[src/hdl/lbtc_ram.sv]
// generic simple dual-port ram with registered read
`default_nettype none

module lbtc_ram #(
    parameter int WIDTH = 64,
    parameter int DEPTH = 16
) (
    input  wire logic                     i_clk,
    input  wire logic                     i_we,
    input  wire logic [$clog2(DEPTH)-1:0] i_waddr,
    input  wire logic [WIDTH-1:0]         i_wdata,
    input  wire logic                     i_re,
    input  wire logic [$clog2(DEPTH)-1:0] i_raddr,
    output logic      [WIDTH-1:0]         o_rdata
);

    logic [WIDTH-1:0] r_mem [DEPTH];

    always_ff @(posedge i_clk) begin
        if (i_we) begin
            r_mem[i_waddr] <= i_wdata;
        end
        if (i_re) begin
            o_rdata <= r_mem[i_raddr];
        end
    end

endmodule

`default_nettype wire

[config.mk]
export PLATFORM = sky130hd
export DESIGN_NAME = lbtc_ram
export DESIGN_NICKNAME = d
export VERILOG_FILES = /design/src/hdl/lbtc_ram.sv
export SDC_FILE = /design/constraint.sdc
export NUM_CORES = 1
export LEC_CHECK = 0
export ABC_AREA = 1
export BUFFER_PORTS_ARGS = -buffer_cell sky130_fd_sc_hd__buf_2
export CAP_MARGIN = 10
export CORE_ASPECT_RATIO = 1.1
export CORE_MARGIN = 2
export CORE_UTILIZATION = 30
export DETAILED_ROUTE_END_ITERATION = 8
export PLACE_DENSITY = 0.53
export RECOVER_POWER = 25
export SYNTH_ARGS = -nofsm -noshare
export SYNTH_HDL_FRONTEND = slang
export SYNTH_SLANG_ARGS = --single-unit
[constraint.sdc]
create_clock -name i_clk -period 4.7 [get_ports i_clk]
set_input_delay 0.235 -clock i_clk [delete_from_list [all_inputs] [get_ports i_clk]]
set_output_delay 0.235 -clock i_clk [all_outputs]
set_load 0.1 [all_outputs]
* Word-level counts from Yosys, hierarchy flattened
Memory sizes are Yosys's and may differ from the RTL's. A register that Yosys moved wholly into a read port is not among the register bits. Index checks and enable logic that the tools add are counted.
Cells by class: add/sub/neg operators 0, $mul 0, divide/modulo/power cells 0, magnitude comparators 0, eq/ne operators 0, shifts and indexed selects 0, multiplexer cells 2, bitwise gates (word level) 0, reductions and logical operators 0
Operators by type and width (count):
- 2-to-1 mux 1 bit | 2
Word-level totals: register bits after elaboration 0, bits in latches 0, memory bits (writable) 1024, ROM bits 0, bits of input ports 75, output and inout port bits 64, word-level logic and storage cells 3, memories kept 1
Memories:
- r_mem | words 16, width 64, rd ports 1, clocked after Yosys merged registers in 1, write ports 1, line 17 | logic [WIDTH-1:0] r_mem [DEPTH];

* Logic depth before layout (Yosys ltp)
Gate-level depths: netlist (run 1).
depth in word-level cells 2, mapped depth 10, mapped depth without buffers 7

* Least setup slack after synthesis (run 1)
Ideal clock, no wire load.
path type input -> register, start input i_waddr[2], end memory r_mem[10][0], enable pin, setup time 486 ps, arrival time 3127 ps, required time 4214 ps, path slack 1086 ps, stages 2, buffers on the path 0, path through nand3b_1 nor2_1
RTL lines:
- start, declared | line 10 | input wire logic [$clog2(DEPTH)-1:0] i_waddr,
- end, declared | line 17
No word-level cell before the write port.

==> reports/metrics.yaml, run 1 <==
clock_tree:
  cts_tree: "done"
  postCtsResizedCells: 0
  clock_sinks: 1088
  htreeDepth: 3
  post-cts-setup-buffers: 0
  cts_buffer_depth: 3
  cts_made_buffers: 113
  ctsHoldBuffers: 64
  clockRootBuffer: "clkbuf_16"
  clk_pin_slew_ps: 60
  clk_latency_ps: 720
power_and_ir_drop:
  p_leak_nw: 21.8
  pwr-share-seq: 0.511
  power_switching_w: 0.00506
  clkPwrFrac: 0.414
  peakVddDrop_v: 0.000259
  pwr-share-comb: 0.074
  swShare: 0.235
  p_per_area_nw_per_um2: 408
  internal-power_w: 0.0165
floorplanning:
  start_util: 0.302
  fp.dieW_um: 377
  die_y_um: 414
  rows: 150
  dieArea_um2: 156000
  ios: 139
  core_area_um2: 152000
synth:
  yosysWarnings: 0
  yosysTopAreaCell: "edfxtp_1"
  synth_top_area_share: 0.711
  synthTopCellsByArea: "edfxtp_1 (71%), nand2_1 (11%), nand3_1 (8.4%)"
  syn_nets: 4285
  syn_area_um2: 45900
  ys_types: 14
  synth_cells: 4210
  ys_seq_area_frac: 0.711
  syn_avg_cell_area_um2: 10.9
  ys_ff_latch: 1088
placement:
  gp_congestion: 0.716
  io_buffers: 138
  dp_hpwl_um: 58500
  place_ws_ps: 1990
global_routing:
  gr-total-overflow: 0
  top_usage_layer: "met2"
  grtUsageTotal: 0.153
  grt_antenna_before_repair: 14
  met1_usage: 0.216
  grt_pass1_vias: 28200
  grt_max_degree: 247
  grt_util_met3: 0.0239
  grt_pass1_wl_um: 182000
  grt_util_met2: 0.246
sta:
  final_max_slew_viol_count: 0
  setup_ws_ps: 2710
  rsz0062_at_grt: "no"
  finalSetupViolations: 0
  finClkSkew_ps: 38.9
  fmax_mhz: 502
  worst_slew_pin_slew_ps: 1160
  period_share: 0.424
  final-hold-violation-count: 0
  slew_headroom: 0.229
  post-route-min-period_ps: 1990
  setup_tns_ps: 0
route:
  wl_um: 121000
  vias: 29100
  ant_nets: 0
  first_pass_iters: 5
  drtIter0Drc: 2521
  wl_per_cell_um: 18.8
  vias_per_cell: 4.52
  drc: 0
worst_setup_path:
  rrSetupSlack_ps: 3410
  required_ps: 5110
  crit_path_start_kind: "primary input"
  r2r-start: "r_mem[5][28]$_DFFE_PP_"
  critPathMaxFanout: 246
  timing.rr.end: "o_rdata[28]$_DFFE_PP_"
  ff2ff_path_depth: 6
  worstPathArrival_ps: 2410
  path_class: "in2reg"
  cp-end-kind: "register"
finish:
  drive_gt1_frac: 0.0738
  nets: 4437
  final_common_cell: "nand2_1"
  final_cell_mix: "nand2_1 (1349), edfxtp_1 (1088), inv_1 (770), nand3_1 (769), clkbuf_16 (116)"
  area_growth_pct: 14.9
hold_path:
  min_to: "o_rdata[16]$_DFFE_PP_"
  min-delay-start: "i_raddr[2]"
  whs_path_depth: 4
  hp-class: "in2reg"
run_status:
  outcome: "completed"
job:
  maxCapViolCount: 0
[power by group through the flow]
| stage | combinational (W) | sequential (W) | clock, W |
|---|---|---|---|
| 2_1_floorplan | 0.000730 | 0.0115 | 0 |
| 3_3_place_gp | 0.00156 | 0.0112 | 0 |
| 3_5_place_dp | 0.00157 | 0.0112 | 0 |
| 4_1_cts | 0.00163 | 0.0110 | 0.00913 |
| 5_1_grt | 0.00175 | 0.0110 | 0.00950 |
| 6_report | 0.00160 | 0.0110 | 0.00892 |
[layout make-up]
class | count | area, µm²
fillers | 15000 | 99200
clock buffers | 140 | 2990
diodes | 2 | 5.00
repair buffers | 248 | 1890
flip-flops and latches | 1088 | 32700
multi-input cells | 2137 | 9110
clock inverters | 70 | 699
well taps | 1976 | 2470
inverters | 774 | 2940
[metal layers]
metal | wire [µm] | share of wire
met1 | 55300 | 0.46
met2 | 56500 | 0.47
met3 | 6960 | 0.057
met4 | 2290 | 0.019
met5 | 91 | 0.00075
[sequential cells by signal, indices dropped and copies added (netlist names)]
| name | count |
|---|---|
| o_rdata | 64 |
| r_mem | 1024 |
[worst max-delay path: stages]
cell,delay [ps]
buf_8,530
inv_16,470
buf_12,420
nand2_1,110
nand2_1,60
nand2_1,50
nand3_1,80
nand3_1,130
nand2_1,130
[worst max path at each step]
| stage | from | endpoint | slack [ps] |
|---|---|---|---|
| finish | i_raddr[0] | o_rdata[58]$_DFFE_PP_ | 2710 |
| detailed placement | i_raddr[0] | o_rdata[43]$_DFFE_PP_ | 1990 |
| global placement | i_raddr[1] | o_rdata[2]$_DFFE_PP_ | 1970 |
| floorplan | i_waddr[2] | r_mem[10][0]$_DFFE_PP_ | 1090 |
| CTS | o_rdata[59]$_DFFE_PP_ | o_rdata[59] | 2700 |
| global route | i_raddr[0] | o_rdata[58]$_DFFE_PP_ | 2530 |
[cells by family (layout without fill, tap and decap cells)]
family                 count (synthesis)  count (layout)  synth area share
buffers and inverters                985            1232            0.0928
DFF                                 1088            1088             0.711
and+or+nand+nor                     2137            2137             0.196
other                                  0               2                 0
[cells in the mapped netlist]
library cell,instances
buf_2,116
inv_1,771
buf_6,46
edfxtp_1,1088
inv_2,2
inv_6,1
buf_1,11
buf_8,1
nor2_1,17
clkbuf_1,21
nand3b_1,2
nand3_1,769
nand2_1,1349
buf_4,16
[stage by stage]
| step | cell area, µm² | util | hold slack, ps | cells | power, W |
|---|---|---|---|---|---|
| after floorplan | 45900 | - | 334 | 4210 | 0.0123 |
| after global placement | 48500 | 0.319 | 622 | 6159 | 0.0128 |
| after detailed placement | 48500 | 0.319 | 625 | 6159 | 0.0128 |
| after CTS | 52800 | 0.347 | 154 | 6433 | 0.0218 |
| after global routing | 52800 | 0.347 | 207 | 6435 | 0.0223 |
| final | 52800 | 0.347 | 203 | 6435 | 0.0215 |
Power figures use the tool's default switching activity.
==> run 2, diff against run 1 <==
--- a/config.mk
+++ b/config.mk
@@ -12,7 +12,7 @@
 export CORE_MARGIN = 2
 export CORE_UTILIZATION = 30
 export DETAILED_ROUTE_END_ITERATION = 8
-export PLACE_DENSITY = 0.53
+export PLACE_DENSITY = 0.55
 export RECOVER_POWER = 25
 export SYNTH_ARGS = -nofsm -noshare
 export SYNTH_HDL_FRONTEND = slang
==> constraint.sdc (replaced) <==
create_clock -name i_clk -period 1.7 [get_ports i_clk]
set_input_delay 0.085 -clock i_clk [delete_from_list [all_inputs] [get_ports i_clk]]
set_output_delay 0.085 -clock i_clk [all_outputs]
set_load 0.1 [all_outputs]
==> run 2 against run 1 <==
  * Design area is 3.4% higher
  * Sequential share of layout area is 2.1 points lower
  * Clock skew shrank 12 ps
  * Sequential cell count is the same
  * Critical path type is now reg2out
==> reports/metrics.yaml, run 2 (synthesis results as in run 1) <==
sta:
  finalSetupViolations: 0
  finClkSkew_ps: 26.8
  slew_headroom: 0.472
  setup_ws_ps: 82.0
  worst_slew_pin_slew_ps: 791
  holdWs_ps: 56.3
  period_share: 0.952
  final-hold-violation-count: 0
  final_max_slew_viol_count: 0
  fmax_mhz: 618
  post-route-min-period_ps: 1620
  rsz0062_at_grt: "no"
clock_tree:
  cts_tree: "done"
  clockRootBuffer: "clkbuf_16"
  clock_sinks: 1088
  cts_made_buffers: 112
  htreeDepth: 3
  clk_pin_slew_ps: 60
  post-cts-setup-buffers: 0
  cts_buffer_depth: 3
  clk_latency_ps: 730
power_and_ir_drop:
  p_per_area_nw_per_um2: 1080
  finalPower_w: 0.0590
  p_leak_nw: 22.6
  peakVddDrop_v: 0.000851
job:
  maxCapViolCount: 0
finish:
  regMostFlops: "r_mem"
  nets: 4569
  final_util: 0.359
  reg_top3: "r_mem: 1024 flops, o_rdata: 64 flops"
  drive_gt1_frac: 0.0978
  seqCellArea_um2: 32700
  fill_cells: 14900
  area_growth_pct: 18.9
  final_common_cell: "nand2_1"
  final_cell_mix: "nand2_1 (1348), edfxtp_1 (1088), inv_1 (770), nand3_1 (769), clkbuf_16 (116)"
  design_area_um2: 54600
  largest_register_ffs: 1024
  multi_input_area_um2: 9130
floorplanning:
  die_y_um: 414
  fp.dieW_um: 377
  start_util: 0.302
  ios: 139
  core_area_um2: 152000
  dieArea_um2: 156000
  rows: 150
global_routing:
  grtUsageTotal: 0.158
  grt_util_met2: 0.255
  grt_util_met3: 0.0258
  top_usage_layer: "met2"
  grt_pass1_wl_um: 187000
  grt_max_degree: 82
  gr-total-overflow: 0
  grt_pass1_vias: 29200
  grt_antenna_before_repair: 7
  met1_usage: 0.219
route:
  drc: 0
  drtIter0Drc: 2890
  first_pass_iters: 8
  vias_per_cell: 4.56
  wl_um: 125000
  wl_per_cell_um: 19.0
  ant_nets: 0
  vias: 29900
placement:
  io_buffers: 138
  gp_congestion: 0.753
  place_area_um2: 50400
  dp_hpwl_um: 70500
  place_ws_ps: 88.4
worst_setup_path:
  max_stage_delay_ps: 480
  cp-end-kind: "output pin"
  rrSetupSlack_ps: 430
  ff2ff_path_depth: 6
  cp.buffers_inverters: 1
  timing.rr.end: "o_rdata[59]$_DFFE_PP_"
  critPathMaxFanout: 1
  crit_path_start_kind: "register"
  cp_cell_sequence: "buf_4"
  cp_slowest_cell: "edfxtp_1"
  path_class: "reg2out"
  required_ps: 1620
  critPathTopFamily: "flip-flops"
  worstPathArrival_ps: 1530
  r2r-start: "r_mem[13][59]$_DFFE_PP_"
hold_path:
  min_to: "o_rdata[49]$_DFFE_PP_"
  min-delay-start: "i_raddr[3]"
  whs_path_depth: 4
  hp-class: "in2reg"
run_status:
  outcome: "completed"
[run 2: cell types whose count changed in the layout (fill, tap and decap cells not counted), moves of 3 or more]
| cell | previous run | this run |
|---|---|---|
| buf_12 | 18 | 92 |
| buf_2 | 95 | 68 |
| buf_4 | 30 | 109 |
| bufinv_16 | 12 | 7 |
| clkinv_1 | 23 | 27 |
| dlygate4sd3_1 | 64 | 67 |
[run 2: area by class of cell]
cell class              instances  area share
flip-flops and latches       1088       0.598
multi-input cells            2137       0.167
repair buffers                381      0.0716
clock buffers                 139      0.0548
inverters                     774      0.0538
well taps                    1976      0.0453
clock inverters                63     0.00892
diodes                          1   0.0000458
[run 2: worst max path at each step]
| stage | startpoint | endpoint | slack [ps] | depth (start not counted) |
|---|---|---|---|---|
| global placement | i_raddr[0] | o_rdata[15]$_DFFE_PP_ | 90 | 9 |
| floorplan | i_waddr[2] | r_mem[10][0]$_DFFE_PP_ | -190 | 2 |
| CTS | o_rdata[57]$_DFFE_PP_ | o_rdata[57] | 2 | 1 |
| finish | o_rdata[19]$_DFFE_PP_ | o_rdata[19] | 80 | 1 |
| global route | o_rdata[9]$_DFFE_PP_ | o_rdata[9] | 20 | 1 |
| detailed placement | i_raddr[0] | o_rdata[15]$_DFFE_PP_ | 90 | 9 |
[run 2: metrics by stage]
step	cells	setup TNS, ps
floorplan	4210	-143410
global placement	6288	0
detailed placement	6288	0
CTS	6558	0
global route	6558	0
finish	6559	0
[run 2: timing repair]
action	in CTS	in global routing
hold buffers	68	0
resized for setup	27	2
endpoints found under the setup margin	26	43
pin swaps	0	0
hold endpoints to repair	1094	0
[run 2: metal layers]
metal	part of all wire	vias up
li1	-	14200
met5	0.00063	-
met3	0.057	201
met1	0.45	14600
met2	0.46	837
met4	0.025	12
[run 2: power by group]
| part | switching [W] | internal [W] | total, W | leakage [nW] |
|---|---|---|---|---|
| combinational | 0.00356 | 0.00131 | 0.00487 | 11.1 |
| clock | 0.0103 | 0.0134 | 0.0237 | 1.70 |
| sequential | 0.000204 | 0.0302 | 0.0304 | 9.88 |
